`config.mk`:
```
export PLATFORM = sky130hd
export DESIGN_NAME = lzwc_out
export DESIGN_NICKNAME = d
export VERILOG_FILES = /design/src/sv/lzwc_pkg.sv /design/src/sv/lzwc_out.sv
export SDC_FILE = /design/constraint.sdc
export NUM_CORES = 1
export LEC_CHECK = 0
export BUFFER_PORTS_ARGS = -buffer_cell sky130_fd_sc_hd__buf_2
export CORE_ASPECT_RATIO = 1.2
export CORE_MARGIN = 8
export CORE_UTILIZATION = 35
export CTS_CLUSTER_SIZE = 25
export DETAILED_ROUTE_END_ITERATION = 10
export HOLD_SLACK_MARGIN = 0.02
export PLACE_DENSITY_LB_ADDON = 0.1
export SLEW_MARGIN = 20
export SYNTH_ARGS = -nofsm -noshare
export SYNTH_HDL_FRONTEND = slang
export SYNTH_SLANG_ARGS = --single-unit
export TNS_END_PERCENT = 30
```
`constraint.sdc`:
```
create_clock -name clk -period 2.5 [get_ports clk]
set_input_delay 0.125 -clock clk [delete_from_list [all_inputs] [get_ports clk]]
set_output_delay 0.125 -clock clk [all_outputs]
set_load 0.05 [all_outputs]
```
`src/sv/lzwc_pkg.sv`:
```
// lzwc_pkg: shared constants, types and hash helpers for the lzw compressor
// no dependencies
package lzwc_pkg;

    localparam int CODE_BITS  = 12;
    localparam int HASH_SLOTS = 8192;
    localparam int HASH_BITS  = $clog2(HASH_SLOTS);
    localparam int BYTE_BITS  = 8;
    localparam int MAXC_BITS  = 12;
    localparam int LIM_W      = ((CODE_BITS > MAXC_BITS) ? CODE_BITS : MAXC_BITS) + 1;
    localparam int KEY_BITS   = 32;
    localparam int ENTRY_BITS = 1 + CODE_BITS + BYTE_BITS + CODE_BITS;

    localparam logic [CODE_BITS-1:0] CODE_MASK  = '1;
    localparam logic [CODE_BITS:0]   FIRST_FREE = (CODE_BITS+1)'(256);
    localparam logic [KEY_BITS-1:0]  HASH_MULT  = 32'h9E37_79B1;
    localparam logic [MAXC_BITS-1:0] MAXC_RESET = MAXC_BITS'(4095);

    typedef struct packed {
        logic [BYTE_BITS-1:0] data_byte;
        logic                 eos;
        logic                 start;
    } item_t;

    typedef struct packed {
        logic [CODE_BITS-1:0] code;
        logic                 last;
    } result_t;

    typedef struct packed {
        logic                 valid;
        logic [CODE_BITS-1:0] prefix;
        logic [BYTE_BITS-1:0] data_byte;
        logic [CODE_BITS-1:0] code;
    } entry_t;

    typedef enum logic [2:0] {
        ST_CLEAR,
        ST_IDLE,
        ST_HASH,
        ST_PROBE,
        ST_FINAL
    } back_state_t;

    function automatic logic [KEY_BITS-1:0] hash_pre(input logic [CODE_BITS-1:0] prefix,
                                                     input logic [BYTE_BITS-1:0] b);
        logic [KEY_BITS-1:0] k;
        k = KEY_BITS'({prefix, b});
        return k ^ (k >> 7);
    endfunction

    function automatic logic [HASH_BITS-1:0] hash_post(input logic [KEY_BITS-1:0] m);
        logic [KEY_BITS-1:0] k;
        k = m ^ (m >> 15);
        return k[HASH_BITS-1:0];
    endfunction

endpackage

```
`src/sv/lzwc_out.sv`:
```
// lzwc_out: two-entry result queue driving the output channel
// depends on lzwc_pkg
module lzwc_out
    import lzwc_pkg::*;
(
    input  logic                 clk,
    input  logic                 rst_n,
    input  logic                 res_push,
    input  result_t              res,
    output logic                 out_empty,
    output logic [CODE_BITS-1:0] code_word,
    output logic                 last_code,
    output logic                 out_valid,
    input  logic                 out_ready
);

    result_t    q_reg [2];
    logic       wr_ptr_reg, wr_ptr_next;
    logic       rd_ptr_reg, rd_ptr_next;
    logic [1:0] cnt_reg, cnt_next;
    logic       pop;

    assign out_valid = (cnt_reg != 2'd0);
    assign out_empty = (cnt_reg == 2'd0);
    assign pop       = out_valid && out_ready;
    assign code_word = q_reg[rd_ptr_reg].code;
    assign last_code = q_reg[rd_ptr_reg].last;

    always_comb
    begin
        wr_ptr_next = res_push ? ~wr_ptr_reg : wr_ptr_reg;
        rd_ptr_next = pop ? ~rd_ptr_reg : rd_ptr_reg;
        cnt_next    = cnt_reg + 2'(res_push) - 2'(pop);
    end

    always_ff @(posedge clk or negedge rst_n)
    begin
        if (!rst_n)
        begin
            wr_ptr_reg <= 1'b0;
            rd_ptr_reg <= 1'b0;
            cnt_reg    <= 2'd0;
        end
        else
        begin
            wr_ptr_reg <= wr_ptr_next;
            rd_ptr_reg <= rd_ptr_next;
            cnt_reg    <= cnt_next;
        end
    end

    always_ff @(posedge clk)
    begin
        if (res_push)
            q_reg[wr_ptr_reg] <= res;
    end

endmodule

```
==> key figures <==
Timing
  – Max Slew Vio Count: 0
  – Slew @ Worst Pin: 0.627 ns
  – Fin crit share: 0.723
  – RSZ-0062 raised after global routing: false
  – Min Clock Period, post-route: 1.81 ns
  – Fmax: 554 MHz
  – Final setup TNS: 0 ns
  – Final hold viol count: 0
  – Layout Skew: 0.00615 ns
  – PnR worst setup slack: 0.693 ns
  – Setup Viol. Count Final: 0
  – Max-slew headroom: 0.582

Placed design
  – Gpl congestion: 0.581
  – IO buf count: 31
  – Post-detail-place hpwl: 1360 um
  – Dpl ws: 1.02 ns

CTS
  – Clock Tree Buf Depth: 2
  – Post-CTS Resized: 0
  – Number of setup buffers added after CTS: 0
  – Clock sink total: 30
  – Root buffer cell: clkbuf_4
  – Worst-Skew Late Latency: 0.32 ns
  – CTS Buf Count: 5
  – Htree depth: 2
  – Clock-pin slew on the worst setup and hold paths: 0.09 ns
  – CTS tree: yes

Detailed routing
  – DRC viols: 0
  – Routed wire length: 2050 um
  – Via density: 4.45
  – Pre-Repair DR Iteration Count: 2
  – Via count: 654
  – Drt initial violations: 9
  – Post-route ant nets: 0
  – Wirelength per Cell: 14.0 um

Logic synthesis
  – Synth cell types: 12
  – Avg Synthesized Cell Area: 19.9 um2
  – Yosys warns: 0
  – Synthesized flop and latch total: 30
  – Seq/Total Area, Yosys: 0.775
  – Syn nets: 76
  – Post-Synthesis Cells: 57
  – Mapped Area: 1140 um2

Floorplan
  – I/O pin count: 32
  – Area of the die: 5330 um2
  – Starting Density: 0.369
  – Core Rows: 22
  – Core area: 3080 um2
  – Chip width: 68.0 um
  – Die Ht: 78.4 um

Power
  – Pleak: 0.617 nW
  – Sequential share of power: 0.420
  – Max IR drop VDD: 0.000547 V
  – Combinational power share: 0.436
  – Sw Ratio: 0.427
  – Sw power: 769 uW
  – Pint: 1.03 mW
  – Clock power frac: 0.144
  – Power per cell area: 1170 nW/um2

Global route
  – Initial antenna violation count: 0
  – Largest net degree at the start of global routing: 15
  – First-pass GRT wire length: 3330 um
  – GRT Overall Usage: 0.0865
  – Total gr overflow: 0
  – Number of global-route vias before repair: 748

Finish
  – Most common cell after layout, fill and taps aside: buf_2
  – Nets: 129
  – Antenna diodes: 0
  – Fraction of final layout cells with drive strength greater than 1: 0.468
  – Area delta synth->final: 34.9%
  – Fin util: 0.497
  – Most frequent cells in the layout: buf_2 (31), edfxtp_1 (26), dlygate4sd3_1 (15), mux2_2 (13), clkbuf_4 (5)
  – Largest register FFs: 26

Worst setup path
  – Critical Path End Type: primary output
  – Largest stage delay, worst path: 0.75 ns
  – CP cell instances: mux2_2 > buf_2
  – CP max FO: 14
  – Critical Path RT: 2.38 ns
  – Worst Setup Path Type: reg -> out
  – Critical Path Start Type: flip-flop
  – Crit path DAT: 1.68 ns
  – CP max stage cell: dfrtp_1

Min path
  – HP Class: in -> async

Job
  – Max_cap viols: 0

Status
  – Status: finished, final reports clean
kinds of logic (layout without fill, tap and decap cells):
family | after synthesis | after routing | synth area share
AO/OA/AOI/OAI | 1 | 1 | 0.00661
XOR/XNOR | 4 | 4 | 0.0308
adder cells (fa/ha/maj) | 2 | 2 | 0.0220
buffers and inverters | 4 | 58 | 0.0198
flip-flops | 30 | 30 | 0.775
multiplexers | 13 | 13 | 0.129
AND/OR/NAND/NOR | 3 | 3 | 0.0165
power groups by stage:
| stage | Clock (mW) | Sequential (mW) | Combinational, mW |
|---|---|---|---|
| finish | 0.258 | 0.756 | 0.785 |
| global route | 0.292 | 0.773 | 0.836 |
| CTS | 0.271 | 0.759 | 0.800 |
| detailed placement | 0 | 0.770 | 0.780 |
| global placement | 0 | 0.766 | 0.776 |
| floorplan | 0 | 0.725 | 0.660 |
critical path, delay by kind of cell, from the launching register on:
| kind | cells | cell delay [ns] |
|---|---|---|
| buffers and inverters | 1 | 0.21 |
| muxes | 1 | 0.40 |
| DFF | 1 | 0.75 |
synth_stat cells:
cell type  number  area, um2
and2_1          1       6.26
inv_1           3       11.3
o21a_1          1       7.51
mux2_2         13        146
or2_2           1       6.26
edfxtp_1       26        781
dfrtp_1         4        100
nor2b_1         1       6.26
buf_6           1       11.3
ha_1            2       25.0
xor2_1          2       17.5
xnor2_1         2       17.5
per-stage QoR:
step	hold slack [ns]	instance area, um2	total power, mW	std cells
CTS	0.115	1530	1.83	147
finish	0.136	1530	1.80	147
detailed placement	-0.0603	1330	1.55	124
global placement	-0.0619	1330	1.54	124
global route	0.124	1530	1.90	147
floorplan	-0.171	1140	1.38	57
area by class of cell:
type | instances | area, um2
well taps | 36 | 45.0
flip-flops and latches | 30 | 881
clock buffers | 6 | 41.3
repair buffers | 47 | 313
multi-input cells | 23 | 233
fillers | 291 | 1550
clock inverters | 2 | 8.76
inverters | 3 | 11.3
worst paths after layout:
path / startpoint / end / slack (ns) / depth (start not counted)
worst min register to register: wr_ptr_reg / wr_ptr_reg / 0.49 / 1
worst max register to register: cnt_reg[1] / cnt_reg[1] / 1.00 / 6
min in group clk: out_ready / rd_ptr_reg / 0.14 / 3
worst min-delay path: rst_n / wr_ptr_reg / 0.14 / 2
max in group asynchronous: rst_n / rd_ptr_reg / 2.23 / 2
worst max-delay path: rd_ptr_reg / last_code / 0.69 / 2
what timing repair did:
| action | 4_1_cts | 5_1_grt |
|---|---|---|
| hold endpoints to repair | 31 | 0 |
| setup endpoints to repair | 0 | 0 |
| hold buffers | 15 | 0 |
per-layer routing:
metal	part of all wire	up-vias	global-route usage	routed length, um
met5	0	-	0	0
met4	0.011	0	0.0370	23
met3	0.11	6	0.0653	234
met2	0.52	23	0.146	1060
met1	0.36	307	0.0729	731
li1	-	318	-	-
(Power assumes the default switching activity.)
