## config.mk

```make
export PLATFORM = sky130hd
export DESIGN_NAME = lzwc_front
export DESIGN_NICKNAME = d
export VERILOG_FILES = /design/src/sv/lzwc_pkg.sv /design/src/sv/lzwc_front.sv
export SDC_FILE = /design/constraint.sdc
export NUM_CORES = 1
export LEC_CHECK = 0
export BUFFER_PORTS_ARGS = -buffer_cell sky130_fd_sc_hd__buf_4
export CORE_ASPECT_RATIO = 1.25
export CORE_MARGIN = 2
export CORE_UTILIZATION = 50
export DETAILED_ROUTE_END_ITERATION = 8
export PLACE_DENSITY = 0.76
export SLEW_MARGIN = 25
export SYNTH_ARGS = -nofsm -noshare
export SYNTH_HDL_FRONTEND = slang
export SYNTH_SLANG_ARGS = --single-unit
```

## constraint.sdc

```tcl
create_clock -name clk -period 2.03 [get_ports clk]
set_input_delay 0.406 -clock clk [delete_from_list [all_inputs] [get_ports clk]]
set_output_delay 0.406 -clock clk [all_outputs]
set_load 0.02 [all_outputs]
```

## src/sv/lzwc_pkg.sv

```systemverilog
// lzwc_pkg: shared constants, types and hash helpers for the lzw compressor
// no dependencies
package lzwc_pkg;

    localparam int CODE_BITS  = 12;
    localparam int HASH_SLOTS = 8192;
    localparam int HASH_BITS  = $clog2(HASH_SLOTS);
    localparam int BYTE_BITS  = 8;
    localparam int MAXC_BITS  = 12;
    localparam int LIM_W      = ((CODE_BITS > MAXC_BITS) ? CODE_BITS : MAXC_BITS) + 1;
    localparam int KEY_BITS   = 32;
    localparam int ENTRY_BITS = 1 + CODE_BITS + BYTE_BITS + CODE_BITS;

    localparam logic [CODE_BITS-1:0] CODE_MASK  = '1;
    localparam logic [CODE_BITS:0]   FIRST_FREE = (CODE_BITS+1)'(256);
    localparam logic [KEY_BITS-1:0]  HASH_MULT  = 32'h9E37_79B1;
    localparam logic [MAXC_BITS-1:0] MAXC_RESET = MAXC_BITS'(4095);

    typedef struct packed {
        logic [BYTE_BITS-1:0] data_byte;
        logic                 eos;
        logic                 start;
    } item_t;

    typedef struct packed {
        logic [CODE_BITS-1:0] code;
        logic                 last;
    } result_t;

    typedef struct packed {
        logic                 valid;
        logic [CODE_BITS-1:0] prefix;
        logic [BYTE_BITS-1:0] data_byte;
        logic [CODE_BITS-1:0] code;
    } entry_t;

    typedef enum logic [2:0] {
        ST_CLEAR,
        ST_IDLE,
        ST_HASH,
        ST_PROBE,
        ST_FINAL
    } back_state_t;

    function automatic logic [KEY_BITS-1:0] hash_pre(input logic [CODE_BITS-1:0] prefix,
                                                     input logic [BYTE_BITS-1:0] b);
        logic [KEY_BITS-1:0] k;
        k = KEY_BITS'({prefix, b});
        return k ^ (k >> 7);
    endfunction

    function automatic logic [HASH_BITS-1:0] hash_post(input logic [KEY_BITS-1:0] m);
        logic [KEY_BITS-1:0] k;
        k = m ^ (m >> 15);
        return k[HASH_BITS-1:0];
    endfunction

endpackage

```

## src/sv/lzwc_front.sv

```systemverilog
// lzwc_front: input acceptance, start-of-stream marking and item queue
// depends on lzwc_pkg
module lzwc_front
    import lzwc_pkg::*;
(
    input  logic                 clk,
    input  logic                 rst_n,
    input  logic [BYTE_BITS-1:0] data_byte,
    input  logic                 end_of_stream,
    input  logic                 in_valid,
    output logic                 in_ready,
    output logic                 item_valid,
    output item_t                item,
    input  logic                 item_pop
);

    item_t      q_reg [2];
    logic       wr_ptr_reg, wr_ptr_next;
    logic       rd_ptr_reg, rd_ptr_next;
    logic [1:0] cnt_reg, cnt_next;
    logic       first_reg, first_next;
    logic       push;

    assign in_ready   = (cnt_reg != 2'd2);
    assign push       = in_valid && in_ready;
    assign item_valid = (cnt_reg != 2'd0);
    assign item       = q_reg[rd_ptr_reg];

    always_comb
    begin
        wr_ptr_next = push ? ~wr_ptr_reg : wr_ptr_reg;
        rd_ptr_next = item_pop ? ~rd_ptr_reg : rd_ptr_reg;
        cnt_next    = cnt_reg + 2'(push) - 2'(item_pop);
        first_next  = push ? end_of_stream : first_reg;
    end

    always_ff @(posedge clk or negedge rst_n)
    begin
        if (!rst_n)
        begin
            wr_ptr_reg <= 1'b0;
            rd_ptr_reg <= 1'b0;
            cnt_reg    <= 2'd0;
            first_reg  <= 1'b1;
        end
        else
        begin
            wr_ptr_reg <= wr_ptr_next;
            rd_ptr_reg <= rd_ptr_next;
            cnt_reg    <= cnt_next;
            first_reg  <= first_next;
        end
    end

    always_ff @(posedge clk)
    begin
        if (push)
        begin
            q_reg[wr_ptr_reg] <= '{data_byte: data_byte, eos: end_of_stream, start: first_reg};
        end
    end

endmodule

```

==> results of run 1 <==
-- cells in the mapped netlist --
| library cell | n | area share (%) |
|---|---|---|
| or2_2 | 1 | 0.65 |
| xnor2_1 | 3 | 2.7 |
| ha_1 | 1 | 1.3 |
| xor2_1 | 1 | 0.91 |
| mux2_4 | 1 | 1.6 |
| edfxtp_1 | 20 | 62 |
| buf_2 | 1 | 0.52 |
| nand2_2 | 1 | 0.65 |
| a21bo_1 | 1 | 1.0 |
| mux2_2 | 10 | 12 |
| nor3b_1 | 1 | 0.78 |
| dfstp_2 | 1 | 2.7 |
| nand2b_2 | 1 | 0.91 |
| a21oi_2 | 1 | 0.91 |
| dfrtp_1 | 4 | 10 |
| nor2_1 | 1 | 0.39 |
| and3_1 | 1 | 0.65 |
-- kinds of logic (layout without fill, tap and decap cells) --
| family | Yosys count | count (layout) | synth area share, % |
|---|---|---|---|
| simple gates | 6 | 6 | 4.02 |
| mux | 11 | 11 | 13.2 |
| buf+inv | 1 | 30 | 0.518 |
| fa+ha+maj | 1 | 1 | 1.30 |
| compound gates | 2 | 2 | 1.95 |
| flops | 25 | 25 | 75.4 |
| xor+xnor | 4 | 4 | 3.63 |
-- timing repair --
action | 4_1_cts | 5_1_grt
setup buffers | 0 | 0
hold buffers | 1 | 0
hold endpoints to repair | 4 | 0
-- critical path: cells and delay by family, from the launching register on --
family | cells | cell delay, ps
flip-flops | 1 | 620
multiplexers | 1 | 390
buffers and inverters | 1 | 160
-- report_power, final --
group	internal, mW	switching [mW]
Clock	0.0768	0.133
Sequential	0.724	0.0954
Combinational	0.329	0.316
Total	1.13	0.544
-- per-stage QoR --
stage	std cells	cell area (µm²)
after floorplan	50	965
after global placement	93	1170
after detailed placement	93	1170
after CTS	98	1210
after global routing	98	1210
final	98	1210
-- placed cells by master (no fill, tap or decap) --
master / instances
a21bo_1: 1
a21oi_2: 1
and3_1: 1
buf_4: 25
clkbuf_1: 1
clkbuf_4: 3
dfrtp_1: 4
dfstp_2: 1
dlygate4sd3_1: 1
edfxtp_1: 20
ha_1: 1
mux2_2: 10
mux2_4: 1
nand2_2: 1
nand2b_2: 1
nor2_1: 1
nor3b_1: 1
or2_2: 1
xnor2_1: 3
xor2_1: 1
-- per-layer routing --
metal	up-vias	share of wire, %	global-route usage (%)
met3	2	6.6	3.07
met5	-	0	0
met4	0	1.3	12.1
met2	18	53	26.6
li1	244	-	-
met1	249	39	15.5
-- worst min path at each step --
stage | from | end | slack [ps]
floorplan | rst_n | cnt_reg[0] | 110
global placement | rst_n | wr_ptr_reg | 210
detailed placement | rst_n | wr_ptr_reg | 210
CTS | data_byte[0] | q_reg[1][2] | 250
global route | data_byte[3] | q_reg[0][5] | 260
finish | data_byte[0] | q_reg[1][2] | 270
-- layout make-up --
class	count	area, µm²	area share [%]
clock buffers	4	26.3	2.18
well taps	19	23.8	1.97
flip-flops and latches	25	727	60.2
repair buffers	26	198	16.4
multi-input cells	24	233	19.3
==> impl_results.md, run 1 <==
* Outcome: completed
* Utilization after layout at 67.6%
* Syn-to-layout area delta at 25.2%
* Unique masters post-synth at 17
* Mapped Area at 965 µm²
* R2r setup slk at 660 ps
* First-pass GRT wire length at between 2000 and 2500 µm
* Pwr Total at 1.67 mW
* CTS max path bufs at 2
* Synth warn at 0
* Die extent in y at 53.1 µm
* Worst-path maximum fanout at 11
* PostCTS Resize Cnt at 0
* CTS tree: done
* Worst Clk Skew at 1.17 ps
* Placer Congestion at 0.619
* Final nets at 94
* Routed wire per std cell at between 15 and 20 µm
* Startpoint Class: flip-flop
* Average instance area after synthesis at 19.3 µm²
* Slew margin rel. at roughly 67%
* Final period util at 93.2%
* Rows at 17
* DRC at 0
* Crit path largest cell delay at about 620 ps
* Initial antenna violation count at 0
* Vias in the first global route at 530
* Starting Density at 54.0%
* Tmin final at 1890 ps
* # diodes at 0
* Largest net degree at the start of global routing at 14
* Leakage at 0.475 nW
* Post-DRT Antenna Nets at 0
* Setup TNS at 0 ps
* Unrepaired setup endpoints after global routing: false
* Worst setup path startpoint: rd_ptr_reg
* Setup Viol. Count Final at 0
* Initial DRC count at 4
* Crit path required time at 1620 ps
* Total grt overflow at 0
* Final max-slew violation count at 0
* CP Cell Sequence: mux2_2 > buf_4
* Critical Path AT at 1490 ps
* Worst hold path class: in -> reg
* Initial DRT Pass Iterations at 4
* Fin worst setup slack at 138 ps
* CTS buffer count at 3
* R2r endpoint: q_reg[1][9]
* All-Layer GR Usage at 15.2%
* # Max-Cap Violations at 0
* Fraction of layout cells with a size suffix above 1 at 55.7%
* Worst Tran Pin Value at a little under 500 ps
* I/O pin count at 25
* Buffers on Ports at 24
* Sequential element share of the synthesized area at 75.4%
* Syn Nets at 64
* Hold slack at 272 ps
* CP endpoint kind: output port
* Worst vdd rail ir drop at between 700 and 800 µV
* Total number of vias at a little over 500
* Die Width at 43.3 µm
* Clock sinks at 25
* Hold depth at 1
* Max Clk Rate at 528 MHz
* Area of the core at 1790 µm²
* Clk pin slew, worst setup/hold paths at 120 ps
* Reg2reg path depth at 2
* Final Routed Wirelength at approximately 1500 µm
* Cell count after synthesis at 50
* Clk root buf: clkbuf_4
* Skew-Pair Late Insertion Delay at 310 ps
* Worst reg2reg startpoint: cnt_reg[1]
* CP max stage cell: dfrtp_1
* H-tree depth at 1
* Worst slack at placement at 464 ps
* # fillers at 133
* Final Hold Vio Count at 0
* WS Path Type: reg -> out
* Register bit count reported by yosys at 25
* Max FFs per register at 20
* Capture point of the worst path: item[5]
* Vias/cell at 5.23
* Die area at 2300 µm²
* Cell Pwr Density at 1390 nW/µm²
No activity file was read; power rests on OpenSTA's default activity.
==> run 2: changes to the inputs <==
--- a/config.mk
+++ b/config.mk
@@ -5,6 +5,7 @@
 export SDC_FILE = /design/constraint.sdc
 export NUM_CORES = 1
 export LEC_CHECK = 0
+export ABC_AREA = 1
 export BUFFER_PORTS_ARGS = -buffer_cell sky130_fd_sc_hd__buf_4
 export CORE_ASPECT_RATIO = 1.25
 export CORE_MARGIN = 2
==> run 2 against run 1 <==
  * Clock-buffer cell count stayed put
  * Sequential share of layout area fell by 2.8 points
  * Utilization fell by 2.2 points
  * Clock skew is 3.8 ps higher
  * Hold slack improved by 7.1 ps
  * Largest cell class unchanged
==> impl_results.md, run 2 <==
* Outcome: completed
* Skew-Pair Late Insertion Delay at 300 ps
* CP endpoint kind: output port
* Top cell type by total area after synthesis: edfxtp_1
* Die Width at 44.3 µm
* Leading cell types in the layout, fill and taps excluded: 27 x buf_4, 20 x edfxtp_1, 10 x nand2_1
* Setup TNS at 0 ps
* Post-synth EDFFs at 20
* Final Hold Vio Count at 0
* Slew margin rel. at slightly above 80%
* Fraction of layout cells with a size suffix above 1 at 46.2%
* Largest net degree at the start of global routing at 14
* All-Layer GR Usage at 13.4%
* I/O pin count at 25
* CP Cell Sequence: buf_4 > mux2_4 > buf_4
* Initial antenna violation count at 0
* Worst Clk Skew at between 4 and 5 ps
* Clk root buf: clkbuf_4
* Synth Flop Type: edfxtp_1
* Synth warn at 0
* Cell count after synthesis at 62
* First-pass GRT wire length at 2260 µm
* Initial DRT Pass Iterations at 3
* Switching pwr at 0.587 mW
* Total number of vias at 567
* Initial DRC count at 17
* Max Clk Rate at approximately 560 MHz
* DRC at 0
* CTS buffer count at 3
* Final max-slew violation count at 0
* Die extent in y at 54.3 µm
* Max FFs per register at 20
* Worst-path maximum fanout at 10
* # fillers at 150
* Syn-to-layout area delta at 24.9%
* Die area at 2410 µm²
* Clk pin slew, worst setup/hold paths at 120 ps
* CP max stage cell: dfrtp_1
* Most common cell in the netlist: edfxtp_1
* Combinational share of power at 44.2%
* Startpoint Class: flip-flop
* Synth cell count leaders: 20 x edfxtp_1, 10 x nand2_1, 9 x mux2_4
* Crit path required time at ~1600 ps
* Int Power at 1.17 mW
* Sequential share of power at 44.1%
* Syn Nets at 76
* Total grt overflow at 0
* Leading cell type in the layout, fill and taps excluded: buf_4
* PostCTS Resize Cnt at 0
* Buffers on Ports at 24
* # Max-Cap Violations at 0
* Worst hold path class: in -> reg
* CTS tree: done
* CTS max path bufs at 2
* Rows at 18
* Routed wire per std cell at 12.8 µm
* H-tree depth at 1
* Worst Tran Pin Value at 256 ps
* Placed Area at ~1200 µm²
* Vias in the first global route at 517
* Clock network fraction of total power at around 12%
* Final nets at 108
* Critical Path AT at 1370 ps
* Worst vdd rail ir drop at 740 µV
* WP buf/inv at 2
* # diodes at 0
* Hold slack at 279 ps
* Vias/cell at 5.02
* Switch share at 33.3%
* Mapped Area at 1010 µm²
* Average instance area after synthesis at 16.3 µm²
* Setup Viol. Count Final at 0
* Unique masters post-synth at 16
* Clock sinks at 25
* Yosys top cell area share at 59.3%
* Final Routed Wirelength at 1450 µm
* WS Path Type: reg -> out
* Final instance area at 1270 µm²
* Crit path top cell by count: buf_4
* Sequential element share of the synthesized area at 71.7%
* Cell Pwr Density at 1390 nW/µm²
* Post-DRT Antenna Nets at 0
* Kind of cell adding the most delay to the critical path: buffers and inverters
* Register bit count reported by yosys at 25
* Final period util at 87.3%
* Post-synth ARST share at 20.0%
* Tmin final at roughly 1800 ps
* Starting Density at 52.3%
* Area of the core at around 1900 µm²
* Synth top area cells: edfxtp_1 59%, mux2_4 13%, dfrtp_1 9.9%
* Unrepaired setup endpoints after global routing: false
* Leakage at 0.559 nW
* Placer Congestion at 0.699
* Crit path largest cell delay at 370 ps
* Post-DP HPWL at 1080 µm
## run 2: changes by cell type in the layout (fill, tap and decap cells not counted), moves of 2 or more
cell / change
nand2_1: +10
mux2_2: -9
buf_4: +2
nand3_1: +2
mux2_4: +8
nor2_1: +2
xnor2_1: -3
inv_1: +5
## run 2: per-layer routing
metal  share of wire, %  wire [µm]  global-route usage [%]  vias up
met3                5.6         81                    2.31        2
met4               0.97         14                    9.09        0
met2                 52        753                    22.5       16
li1                   -          -                       -      277
met1                 41        599                    15.7      272
met5                  0          0                       0        -
## run 2: cells by family (layout without fill, tap and decap cells)
family	Yosys count	in the layout	share of synthesized area, %
buffers and inverters	6	37	2.96
muxes	10	10	14.4
DFF	25	25	71.7
adders and majority gates	1	1	1.23
xor gates and xnor gates	1	1	0.864
and+or+nand+nor	18	18	8.27
AOI/OAI and AO/OA	1	1	0.493
## run 2: final cells by class
class / count / area [µm²] / area share, %
repair buffers: 28 / 213 / 16.8
clock buffers: 4 / 26.3 / 2.08
inverters: 5 / 18.8 / 1.48
flip-flops and latches: 25 / 727 / 57.4
multi-input cells: 31 / 256 / 20.3
well taps: 20 / 25.0 / 1.98
## run 2: worst paths after layout
check / from / to / slack, ps / depth (start not counted)
max: rd_ptr_reg / item[2] / 260 / 3
max in group asynchronous: rst_n / first_reg / 1390 / 2
min: data_byte[3] / q_reg[0][5] / 280 / 1
min reg2reg: first_reg / first_reg / 480 / 2
max reg2reg: cnt_reg[1] / q_reg[1][6] / 640 / 4
min in group asynchronous: rst_n / cnt_reg[0] / 430 / 2
## run 2: what timing repair did
item	CTS	global route
endpoints found under the hold margin	4	0
buffers inserted	0	0
hold buffers	1	0
## run 2: worst register-to-register path, cell delays in order (launching register included)
cell and delay, ps:
dfrtp_1 430, nand2_2 150, nand2_4 80, nor2_1 220, buf_4 240
## run 2: per-stage QoR
step           std cells  power [mW]  utilization, %  worst slack, ps
6_report             113        1.76            65.4              257
2_1_floorplan         62        1.31               -              525
4_1_cts              113        1.78            65.4              231
5_1_grt              113        1.86            65.4              188
3_5_place_dp         108        1.58            63.5              587
3_3_place_gp         108        1.55            63.5              602
## run 2: power by group through the flow
stage	Combinational, mW	Clock [mW]	Sequential, mW
final	0.778	0.205	0.776
after global routing	0.839	0.235	0.790
after CTS	0.791	0.215	0.778
after detailed placement	0.789	0	0.789
after global placement	0.769	0	0.783
after floorplan	0.533	0	0.777
